[config.mk]
export PLATFORM = sky130hd
export DESIGN_NAME = psc_cell
export DESIGN_NICKNAME = d
export VERILOG_FILES = /design/src/rtl/psc_pkg.sv /design/src/rtl/psc_cell.sv
export SDC_FILE = /design/constraint.sdc
export NUM_CORES = 1
export LEC_CHECK = 0
export ABC_AREA = 0
export CAP_MARGIN = 20
export CORE_MARGIN = 3
export CORE_UTILIZATION = 47
export DETAILED_ROUTE_END_ITERATION = 8
export DONT_BUFFER_PORTS = 1
export PLACE_DENSITY = 0.68
export SYNTH_ARGS = -nofsm -noshare
export SYNTH_HDL_FRONTEND = slang
export SYNTH_SLANG_ARGS = --single-unit
export TNS_END_PERCENT = 5
[constraint.sdc]
create_clock -name i_clk -period 2.8 [get_ports i_clk]
set_input_delay 0 -clock i_clk [delete_from_list [all_inputs] [get_ports i_clk]]
set_output_delay 0 -clock i_clk [all_outputs]
set_load 0.02 [all_outputs]
[src/rtl/psc_pkg.sv]
// Shared types and constants for the point/segment stabbing counter.
// No dependencies; every other file of the block imports it.
`timescale 1ns / 1ps

package psc_pkg;

    localparam int KIND_W         = 2;
    localparam int RESULT_COUNT_W = 11;

    // Item kinds on the input channel; the remaining code is ignored.
    localparam logic [KIND_W-1:0] KIND_CLEAR = 2'd0;
    localparam logic [KIND_W-1:0] KIND_ADD   = 2'd1;
    localparam logic [KIND_W-1:0] KIND_QUERY = 2'd2;

    // Control bits that travel with a query down the cell chain.
    typedef struct packed {
        logic valid;
        logic ovf;
    } t_qflags;

endpackage

[src/rtl/psc_cell.sv]
// One cell of the segment chain: holds one segment as order-preserving keys,
// tests the passing query against it and hands the partial count on. Uses psc_pkg.
`timescale 1ns / 1ps

module psc_cell #(
    parameter int COORD_WIDTH = 32,
    parameter int CNT_W       = 11,
    parameter int IDX         = 0
) (
    input  logic                   i_clk,
    input  logic                   i_rst_n,
    input  logic                   i_adv,
    input  logic                   i_wr_en,
    input  logic [CNT_W-1:0]       i_wr_idx,
    input  logic [COORD_WIDTH-1:0] i_wr_start,
    input  logic [COORD_WIDTH-1:0] i_wr_end,
    input  psc_pkg::t_qflags       i_flags,
    input  logic [COORD_WIDTH-1:0] i_point,
    input  logic [CNT_W-1:0]       i_hits,
    input  logic [CNT_W-1:0]       i_snap,
    output psc_pkg::t_qflags       o_flags,
    output logic [COORD_WIDTH-1:0] o_point,
    output logic [CNT_W-1:0]       o_hits,
    output logic [CNT_W-1:0]       o_snap
);
    import psc_pkg::*;

    localparam logic [CNT_W-1:0] MY_IDX = CNT_W'(IDX);

    logic [COORD_WIDTH-1:0] r_start;
    logic [COORD_WIDTH-1:0] r_end;
    t_qflags                r_flags;
    logic [COORD_WIDTH-1:0] r_point;
    logic [CNT_W-1:0]       r_hits;
    logic [CNT_W-1:0]       r_snap;

    logic             w_hit;
    logic [CNT_W-1:0] n_hits;

    // Count only slots that were filled when the query was issued.
    assign w_hit  = i_flags.valid && (MY_IDX < i_snap)
                    && (r_start <= i_point) && (i_point <= r_end);
    assign n_hits = i_hits + CNT_W'(w_hit);

    always_ff @(posedge i_clk) begin
        if (i_wr_en && (i_wr_idx == MY_IDX)) begin
            r_start <= i_wr_start;
            r_end   <= i_wr_end;
        end
    end

    always_ff @(posedge i_clk) begin
        if (!i_rst_n) begin
            r_flags <= '0;
        end else if (i_adv) begin
            r_flags <= i_flags;
        end
    end

    always_ff @(posedge i_clk) begin
        if (i_adv) begin
            r_point <= i_point;
            r_hits  <= n_hits;
            r_snap  <= i_snap;
        end
    end

    assign o_flags = r_flags;
    assign o_point = r_point;
    assign o_hits  = r_hits;
    assign o_snap  = r_snap;

endmodule

==> parameters.txt, run 1 <==
Parameter                              Value

Status
  Outcome    aborted with a tool error
  Last stage reached    clock tree synthesis (4_1_cts)
  First error in the log    [ERROR RSZ-0060] Max buffer count reached.

Floorplan
  Die Wd    114 um
  Effective utilization at floorplan    0.491
  Count of standard-cell rows    38
  Die extent in y    114 um
  # IOs    191

Logic synthesis
  Yosys cell types    33
  Mapped Cells    376
  Most used DFF post-synth    sky130_fd_sc_hd__edfxtp_1
  Total of warnings raised by yosys    0
  Area fraction of the dominant cell type after synthesis    0.651
  Post-synth ARST share    0
  Syn Std Cell Area    0.00544 sq mm
  Leading cell type by number of instances after synthesis    sky130_fd_sc_hd__edfxtp_1
  Most area-consuming cells after synthesis    sky130_fd_sc_hd__edfxtp_1, sky130_fd_sc_hd__ha_1, sky130_fd_sc_hd__inv_1
  Nets in the synthesized netlist    577
  Commonest cells in the synthesized netlist    sky130_fd_sc_hd__edfxtp_1, sky130_fd_sc_hd__ha_1, sky130_fd_sc_hd__inv_1, sky130_fd_sc_hd__nand3_1, sky130_fd_sc_hd__a21oi_1
  Largest area contributor in the synthesized netlist    sky130_fd_sc_hd__edfxtp_1
  Per-instance average area after synthesis    14.5 sq um
  Sequential area share after synthesis    0.659
  Number of enable flip-flop cells after synthesis    118
  Register bit count reported by yosys    120

Placement
  Worst slack, placed    -386 ps
  Final RePlAce weighted congestion    0.773
  Placed wire-length estimate after detailed placement    8.62 mm
  I/O Buffers    0
  Instance count after placement with tap cells included    533

Clock network
  Gates resized, CTS repair    6
  Count of clock tree sinks    120
  Hold-fix buffers, CTS    114
  H-tree depth reported by CTS    4
  Total CTS buffers    17
  Worst-case clock buffer depth    2
  Clock root buffer    sky130_fd_sc_hd__clkbuf_16
  Setup repair bufs after CTS    0
## metrics by stage
step	hold slack, ps	TNS [ps]	instance area [sq um]
after floorplan	98.9	-263	5470
after global placement	98.9	-2010	5780
after detailed placement	98.9	-3550	5780
## kinds of logic after synthesis
family / Yosys count / share of synthesized area
flops: 120 / 0.659
fa+ha+maj: 66 / 0.152
buf+inv: 65 / 0.0449
simple gates: 65 / 0.0667
compound gates: 49 / 0.0596
xor+xnor: 9 / 0.0145
mux: 2 / 0.00368
==> inputs of run 2 (changes only) <==
Settings changed: CORE_UTILIZATION 47 to 32, PLACE_DENSITY 0.68 to not set, PLACE_DENSITY_LB_ADDON set to 0.15.
Clock period 2.8 ns to 3.64 ns, I/O delays scaled along.
==> run 2 against run 1 <==
The flow now finishes without violations. Synthesized cell count is the same. Area after synthesis is the same.
==> parameters.txt, run 2 <==
Parameter                              Value

Timing
  Sum of negative setup slack    0 ps
  Achievable frequency    300 MHz
  Final count of pins violating max slew    0
  Final worst slack    308 ps
  Minimum clock period after layout    3330 ps
  RSZ-0062 raised after global routing    no
  Slew of the pin with the lowest slew margin    798 ps
  Part of the cycle the worst path needs    0.915
  Relative slew slack    0.468
  Setup Skew    7.19 ps
  Count of endpoints failing hold in the final timing report    0
  Final setup violating endpoints    0

Clock network
  Count of clock tree sinks    120
  Clock tree from TritonCTS    built
  Total CTS buffers    17
  Clock transition at the registers of the reported paths    50 ps
  Worst-case clock buffer depth    2
  Clock root buffer    sky130_fd_sc_hd__clkbuf_16
  Setup repair bufs after CTS    0
  H-tree depth reported by CTS    4
  Insertion delay to the later sink of the worst-skew pair    410 ps

Setup path
  Top cell family by delay on the critical path    simple AND/OR/NAND/NOR gates
  Required time of the worst setup path    3800 ps
  Delay contributed by the slowest stage of the critical path    460 ps
  Category of the critical setup timing path    register to register
  Largest fanout on the critical path    5
  Critical Path Sink Type    register
  Critical Path Most Common Cell    sky130_fd_sc_hd__ha_1
  Worst setup SP type    register
  Buf/Inv on CP    0
  Crit path arrival time    3490 ps
  Critical Path Slowest Stage Cell    sky130_fd_sc_hd__or4_1
  Ordered cell list for the critical path    ha_1 > nand4_1 > or2_1 > or3_1 > or4_1 > a221oi_2 > ha_1 > ha_1 > nand3_1 > xnor2_1
  R2R setup slack    310 ps

Logic synthesis
  Most used DFF post-synth    sky130_fd_sc_hd__edfxtp_1
  Total of warnings raised by yosys    0
  Mapped Cells    376
  Register bit count reported by yosys    120
  Syn Std Cell Area    0.00544 sq mm
  Number of enable flip-flop cells after synthesis    118
  Post-synth ARST share    0
  Commonest cells in the synthesized netlist    sky130_fd_sc_hd__edfxtp_1, sky130_fd_sc_hd__ha_1, sky130_fd_sc_hd__inv_1, sky130_fd_sc_hd__nand3_1, sky130_fd_sc_hd__a21oi_1
  Leading cell type by number of instances after synthesis    sky130_fd_sc_hd__edfxtp_1
  Per-instance average area after synthesis    14.5 sq um
  Nets in the synthesized netlist    577
  Most area-consuming cells after synthesis    sky130_fd_sc_hd__edfxtp_1, sky130_fd_sc_hd__ha_1, sky130_fd_sc_hd__inv_1
  Yosys cell types    33
  Area fraction of the dominant cell type after synthesis    0.651
  Sequential area share after synthesis    0.659
  Largest area contributor in the synthesized netlist    sky130_fd_sc_hd__edfxtp_1

Floorplan
  Die extent in y    136 um
  # IOs    191
  Effective utilization at floorplan    0.328
  Count of standard-cell rows    47
  Die Wd    136 um
  Die area    0.0186 sq mm
  Core Footprint    0.0166 sq mm

Detailed routing
  Number of nets with antenna violations after routing    0
  DR WL/cell    17.3 um
  Total iterations of the first detailed-routing run    4
  Number of DRC markers after the initial detailed-route iteration    151
  Ratio of routed vias to standard cells    4.65
  Post-route DRC    0
  Final WL    13.1 mm
  Routed via count    3510

Run
  Max-Cap Viols    0

Placement
  I/O Buffers    0
  Instance count after placement with tap cells included    600
  Worst slack, placed    105 ps
  Final RePlAce weighted congestion    0.710
  Placed wire-length estimate after detailed placement    9.26 mm

Final layout
  Share of layout cells above drive strength 1    0.0598
  Most frequent standard cell in the layout excluding fill and tap cells    sky130_fd_sc_hd__dlygate4sd3_1
  Number of nets in the layout    723
  Most frequent cells in the layout    sky130_fd_sc_hd__dlygate4sd3_1, sky130_fd_sc_hd__edfxtp_1, sky130_fd_sc_hd__ha_1
  Number of fill cells    1506
  Signed area change from the synthesized netlist to the final layout    38.7%
  Number of standard cells in the final layout excluding fillers    755
  Count of inserted antenna diode cells    0

Power and ir drop
  Static Leakage    3.02 nW
  Worst vdd ir    0.304 mV
  Total power divided by cell area    457 mW/mm^2

Global routing
  First-pass GRT wire length    19.5 mm
  Number of antenna violations at the first check in global routing    0
  Pin count of the biggest net entering global routing    57
  Total Routing Usage GR    0.141
  Via count of the first global-routing pass    3816
  GRT Residual Overflow    0

Status
  Outcome    finished clean

Worst hold path
  Worst hold path class    input pin to register
[run 2: cell counts after synthesis]
No cell type changed its count.
[run 2: worst register-to-register path: stages, from the launching register on]
cell and delay (ps):
sky130_fd_sc_hd__edfxtp_1 370, sky130_fd_sc_hd__ha_1 330, sky130_fd_sc_hd__nand4_1 100, sky130_fd_sc_hd__or2_1 290, sky130_fd_sc_hd__or3_1 410, sky130_fd_sc_hd__or4_1 460, sky130_fd_sc_hd__a221oi_2 370, sky130_fd_sc_hd__ha_1 230
sky130_fd_sc_hd__ha_1 260, sky130_fd_sc_hd__nand3_1 120, sky130_fd_sc_hd__xnor2_1 140
[run 2: final timing paths]
check | start | endpoint | depth (start not counted)
setup / recovery | r_start[14] | o_hits[6] | 10
hold / removal | i_hits[8] | o_hits[10] | 3
setup reg to reg | r_start[14] | o_hits[6] | 10
hold reg to reg | o_flags[1] | o_flags[1] | 2
[run 2: kinds of logic (layout without fill, tap and decap cells)]
kind of cell,Yosys count,after routing,share of synthesized area
compound gates,49,49,0.0596
xor+xnor,9,9,0.0145
fa+ha+maj,66,66,0.152
buf+inv,65,224,0.0449
flops,120,120,0.659
mux,2,2,0.00368
simple gates,65,65,0.0667
[run 2: final cells by class]
class / instances / area [sq um] / share of cell area
tap: 220 / 275 / 0.0365
multi-input combinational: 191 / 1620 / 0.215
timing repair buffer: 127 / 1280 / 0.169
clock inverter: 12 / 109 / 0.0144
clock buffer: 20 / 437 / 0.0579
inverter: 65 / 244 / 0.0323
sequential: 120 / 3580 / 0.475
[run 2: repair_timing]
action	CTS	global route
endpoints found under the setup margin	0	4
hold endpoints to repair	174	0
hold buffers	123	0
gates resized for setup	0	1
[run 2: stage by stage]
step	area, sq um	hold slack [ps]	util	total power, mW
2_1_floorplan	5440	98.9	-	1.75
3_3_place_gp	5750	98.9	0.346	1.78
3_5_place_dp	5750	98.9	0.346	1.78
4_1_cts	7540	16.7	0.455	3.50
5_1_grt	7550	36.4	0.455	3.59
6_report	7550	34.8	0.455	3.45
[run 2: power breakdown]
part           switching, mW  total (mW)  internal (mW)
Sequential            0.0795        1.66           1.58
Clock                  0.584        1.57          0.989
Combinational         0.0867       0.221          0.134
[run 2: routing by layer]
metal | up-vias | wire (um) | global-route usage
li1 | 1709 | - | -
met1 | 1645 | 5840 | 0.174
met2 | 140 | 6190 | 0.229
met3 | 16 | 817 | 0.0411
met4 | 0 | 225 | 0.0605
met5 | - | 0 | 0
Note: power is estimated with default switching activity, not from simulation.
==> inputs of run 3 (changes only) <==
--- a/config.mk
+++ b/config.mk
@@ -9,3 +9,2 @@
 export CAP_MARGIN = 20
-export CORE_MARGIN = 3
 export CORE_UTILIZATION = 32
@@ -14,2 +13,3 @@
 export PLACE_DENSITY_LB_ADDON = 0.15
+export SETUP_SLACK_MARGIN = 0.2
 export SYNTH_ARGS = -nofsm -noshare
==> constraint.sdc (replaced) <==
create_clock -name i_clk -period 3.64 [get_ports i_clk]
set_input_delay 0.364 -clock i_clk [delete_from_list [all_inputs] [get_ports i_clk]]
set_output_delay 0.364 -clock i_clk [all_outputs]
set_load 0.02 [all_outputs]
==> run 3 against run 2 <==
Core utilization shrank 6.6 points. Count of clock-buffer cells in the layout unchanged. Final cell count down 16%. Worst setup slack gained 110 ps. Via count decreased by 13%. Flip-flop and latch count is the same. First-iteration DRC count down 17%. Die area shrank 5.8%. Combinational power fell by 56%.
==> parameters.txt, run 3 (synthesis results as in run 2) <==
Parameter                              Value

Timing
  Achievable frequency    310 MHz
  Count of endpoints failing hold in the final timing report    0
  Part of the cycle the worst path needs    0.885
  Minimum clock period after layout    3220 ps
  Relative slew slack    0.497
  Final setup violating endpoints    0
  RSZ-0062 raised after global routing    no
  Slew of the pin with the lowest slew margin    755 ps
  Final count of pins violating max slew    0
  Final worst slack    419 ps
  Setup Skew    7.60 ps

Final layout
  Count of inserted antenna diode cells    0
  Most frequent cells in the layout    sky130_fd_sc_hd__edfxtp_1, sky130_fd_sc_hd__inv_1, sky130_fd_sc_hd__ha_1
  Most frequent standard cell in the layout excluding fill and tap cells    sky130_fd_sc_hd__edfxtp_1
  Share of layout cells above drive strength 1    0.0969
  Final Cell Area    0.00646 sq mm
  Area occupied by multi-input gates    0.00166 sq mm
  Number of nets in the layout    602
  Signed area change from the synthesized netlist to the final layout    18.7%
  Register cell area after layout    0.00358 sq mm
  Number of fill cells    1594

Setup path
  Critical Path Sink Type    register
  Crit path arrival time    3380 ps
  Ordered cell list for the critical path    ha_1 > nand4_1 > or2_4 > or3_1 > or4_4 > a221oi_4 > ha_2 > ha_2 > nand3_1 > xnor2_1
  Critical Path Most Common Cell    sky130_fd_sc_hd__ha_2
  Endpoint of the worst-slack reg-to-reg timing path    o_hits[10]
  Category of the critical setup timing path    register to register
  Reg2reg start    r_start[14]
  R2R setup slack    420 ps
  Worst reg-to-reg path cell count    10
  Worst setup SP type    register
  Required time of the worst setup path    3800 ps
  Instance count on the critical path    10
  Delay contributed by the slowest stage of the critical path    440 ps
  Buf/Inv on CP    0
  Critical Path Slowest Stage Cell    sky130_fd_sc_hd__or4_4
  Largest fanout on the critical path    5
  Top cell family by delay on the critical path    simple AND/OR/NAND/NOR gates

Floorplan
  Die area    0.0175 sq mm
  Die Wd    132 um
  # IOs    191
  Core Footprint    0.0166 sq mm
  Count of standard-cell rows    47
  Effective utilization at floorplan    0.328
  Die extent in y    132 um

Global routing
  Total Routing Usage GR    0.139
  Number of antenna violations at the first check in global routing    0
  Via count of the first global-routing pass    3175
  First-pass GRT wire length    17.8 mm
  GRT Residual Overflow    0
  Pin count of the biggest net entering global routing    57

Placement
  Placed wire-length estimate after detailed placement    8.71 mm
  I/O Buffers    0
  Final RePlAce weighted congestion    0.737
  Worst slack, placed    -32.0 ps
  Cell area after placement    0.00577 sq mm

Clock network
  Count of clock tree sinks    120
  Total CTS buffers    17
  Clock tree from TritonCTS    built
  Setup repair bufs after CTS    0
  H-tree depth reported by CTS    4
  Worst-case clock buffer depth    2
  Clock transition at the registers of the reported paths    60 ps
  Clock root buffer    sky130_fd_sc_hd__clkbuf_16
  Insertion delay to the later sink of the worst-skew pair    410 ps

Worst hold path
  Sink of the worst hold path    r_start[16]
  Worst hold path depth    0
  Startpoint of the worst hold path    i_wr_start[16]
  Worst hold path class    input pin to register

Detailed routing
  Routed via count    3068
  Total length of routed met3 wires    895 um
  DR WL/cell    18.3 um
  Top Metal Used    met4
  Number of DRC markers after the initial detailed-route iteration    125
  Final WL    11.6 mm
  Met2 WL post-DR    5.45 mm
  Number of nets with antenna violations after routing    0
  Routed length on met1    5.01 mm
  Post-route DRC    0
  Ratio of routed vias to standard cells    4.85
  Total iterations of the first detailed-routing run    6

Power and ir drop
  Total power divided by cell area    558 mW/mm^2
  Worst vdd ir    0.302 mV
  Post-layout total power    3.60 mW
  Static Leakage    2.57 nW

Run
  Max-Cap Viols    0

Status
  Outcome    finished clean
-- run 3: layout make-up --
class / count / area share
Sequential cell: 120 / 0.555
Multi-Input combinational cell: 191 / 0.257
Clock buffer: 20 / 0.0676
Tap cell: 220 / 0.0426
Inverter: 65 / 0.0378
Clock inverter: 11 / 0.0314
Timing Repair Buffer: 6 / 0.00891
-- run 3: how the worst max path moves through the flow --
stage / from / endpoint / slack [ps]
floorplan: i_point[14] / o_hits[10] / 620
global placement: i_point[14] / o_hits[10] / 120
detailed placement: i_point[18] / o_hits[10] / -30
CTS: r_start[14] / o_hits[10] / 230
global route: r_start[25] / o_hits[10] / 200
finish: r_start[14] / o_hits[10] / 420
-- run 3: repair_timing --
item,in CTS,in global routing
gates cloned,0,0
hold buffers,0,0
resized for setup,2,8
pin swaps,0,2
setup endpoints to repair,9,9
-- run 3: stage by stage --
stage	setup TNS, ps	hold WS, ps	util	instances
after global placement	0	463	0.348	602
after global routing	0	19.5	0.389	633
after detailed placement	-103	463	0.348	602
final	0	45.3	0.389	633
after CTS	0	12.7	0.388	633
after floorplan	0	463	-	376
-- run 3: layer usage --
metal | GRT usage | up-vias
met5 | 0 | -
met4 | 0.0670 | 0
met3 | 0.0550 | 12
met2 | 0.214 | 157
met1 | 0.169 | 1424
li1 | - | 1475
-- run 3: power by group --
group	internal, mW	switching, mW
clock	1.27	0.578
sequential	1.58	0.0779
combinational	0.0475	0.0499
==> inputs of run 4 (changes only) <==
Settings changed: CAP_MARGIN 20 to not set.
Clock period 3.64 ns to 2.7 ns, I/O delays scaled along.
==> run 4 against run 3 <==
The flow now finishes with violations (negative setup slack). Combinational power grew to 3.0 times the previous value. Wire length grew 10%. Clock power up 29%. Largest cell class unchanged. Highest routed layer unchanged.
==> parameters.txt, run 4 (synthesis results as in run 2) <==
Parameter                              Value

Timing
  Minimum clock period after layout    3070 ps
  Final setup violating endpoints    11
  Final count of pins violating max slew    0
  Final worst slack    -372 ps
  Setup Skew    6.22 ps
  Worst hold margin    33.7 ps
  Part of the cycle the worst path needs    1.14
  Achievable frequency    325 MHz
  RSZ-0062 raised after global routing    yes
  Slew of the pin with the lowest slew margin    507 ps
  Relative slew slack    0.653
  Count of endpoints failing hold in the final timing report    0

Global routing
  Total Routing Usage GR    0.154
  Number of antenna violations at the first check in global routing    0
  GRT Residual Overflow    0
  First-pass GRT wire length    19.8 mm
  Via count of the first global-routing pass    3851
  Pin count of the biggest net entering global routing    55

Detailed routing
  Total iterations of the first detailed-routing run    4
  Post-route DRC    0
  DR WL/cell    16.8 um
  Ratio of routed vias to standard cells    4.73
  Number of nets with antenna violations after routing    0
  Number of DRC markers after the initial detailed-route iteration    147
  Routed via count    3584
  Final WL    12.7 mm

Run
  Max-Cap Viols    0

Clock network
  Count of clock tree sinks    120
  H-tree depth reported by CTS    4
  Clock transition at the registers of the reported paths    50 ps
  Insertion delay to the later sink of the worst-skew pair    410 ps
  Clock root buffer    sky130_fd_sc_hd__clkbuf_16
  Setup repair bufs after CTS    0
  Clock tree from TritonCTS    built
  Total CTS buffers    17
  Worst-case clock buffer depth    2

Setup path
  Largest fanout on the critical path    5
  Required time of the worst setup path    2860 ps
  Worst setup SP type    register
  Category of the critical setup timing path    register to register
  Critical Path Sink Type    register
  Crit path arrival time    3240 ps

Final layout
  Most frequent standard cell in the layout excluding fill and tap cells    sky130_fd_sc_hd__edfxtp_1
  Number of standard cells in the final layout excluding fillers    758
  Number of fill cells    1531
  Count of inserted antenna diode cells    0
  Signed area change from the synthesized netlist to the final layout    41.5%
  Number of nets in the layout    727
  Share of layout cells above drive strength 1    0.113
  Final Cell Area    0.00769 sq mm
  Most frequent cells in the layout    sky130_fd_sc_hd__edfxtp_1, sky130_fd_sc_hd__dlygate4sd3_1, sky130_fd_sc_hd__inv_1

Placement
  Placed wire-length estimate after detailed placement    8.96 mm
  Cell area after placement    0.00591 sq mm
  Instance count after placement with tap cells included    618
  Final RePlAce weighted congestion    0.734
  I/O Buffers    0
  Worst slack, placed    -545 ps

Status
  Outcome    complete, but fails checks
  Violated checks    negative setup slack

Floorplan
  Effective utilization at floorplan    0.328
  Core Footprint    0.0166 sq mm
  Die extent in y    132 um
  # IOs    191
  Die area    0.0175 sq mm
  Count of standard-cell rows    47
  Die Wd    132 um

Power and ir drop
  Static Leakage    3.09 nW
  Total power divided by cell area    639 mW/mm^2
  Post-layout total power    4.92 mW
  Worst vdd ir    0.429 mV

Worst hold path
  Worst hold path class    input pin to register
[run 4: stage by stage]
stage	setup TNS, ps	utilization
after floorplan	-817	-
after global placement	-3510	0.357
after CTS	-3740	0.461
after detailed placement	-5240	0.357
after global routing	-4520	0.464
final	-3340	0.464
[run 4: critical path: stages (launching register included)]
cell and delay, ps:
sky130_fd_sc_hd__edfxtp_1 420, sky130_fd_sc_hd__ha_4 290, sky130_fd_sc_hd__nand4_1 110, sky130_fd_sc_hd__or2_4 260, sky130_fd_sc_hd__or3_1 330, sky130_fd_sc_hd__or4_1 430
sky130_fd_sc_hd__a221oi_2 350, sky130_fd_sc_hd__ha_2 260, sky130_fd_sc_hd__ha_4 170, sky130_fd_sc_hd__nand3_1 90, sky130_fd_sc_hd__xnor2_1 130
[run 4: cell type report]
cell class              count  area (sq um)  share of cell area
flip-flops and latches    120          3580               0.466
clock inverters            11           179              0.0233
repair buffers            131          1270               0.166
multi-input cells         191          1700               0.221
clock buffers              20           437              0.0568
well taps                 220           275              0.0358
inverters                  65           244              0.0317
[run 4: path summary, 6_finish.rpt]
kind	startpoint	to	slack (ps)	cells after the start
hold reg to reg	o_flags[1]	o_flags[1]	620	2
hold / removal	i_flags[0]	o_flags[0]	30	2
setup / recovery	r_start[13]	o_hits[4]	-370	10
setup reg to reg	r_start[13]	o_hits[4]	-370	10
[run 4: routing by layer]
layer / vias up / part of all wire / GRT usage / wire (um)
met5: - / 0 / 0 / 0
met4: 0 / 0.021 / 0.0734 / 263
met3: 19 / 0.063 / 0.0534 / 805
met2: 135 / 0.49 / 0.258 / 6250
met1: 1708 / 0.43 / 0.175 / 5420
li1: 1722 / - / - / -
[run 4: repair_timing]
action                     CTS  global route
setup endpoints to repair   11            11
hold endpoints to repair   163             0
gates resized for setup      3             6
hold buffers               109             0
pin swaps                    4             4
[run 4: power breakdown]
| part | internal, mW | switching (mW) |
|---|---|---|
| sequential | 2.13 | 0.107 |
| combinational | 0.183 | 0.113 |
| clock | 1.62 | 0.773 |
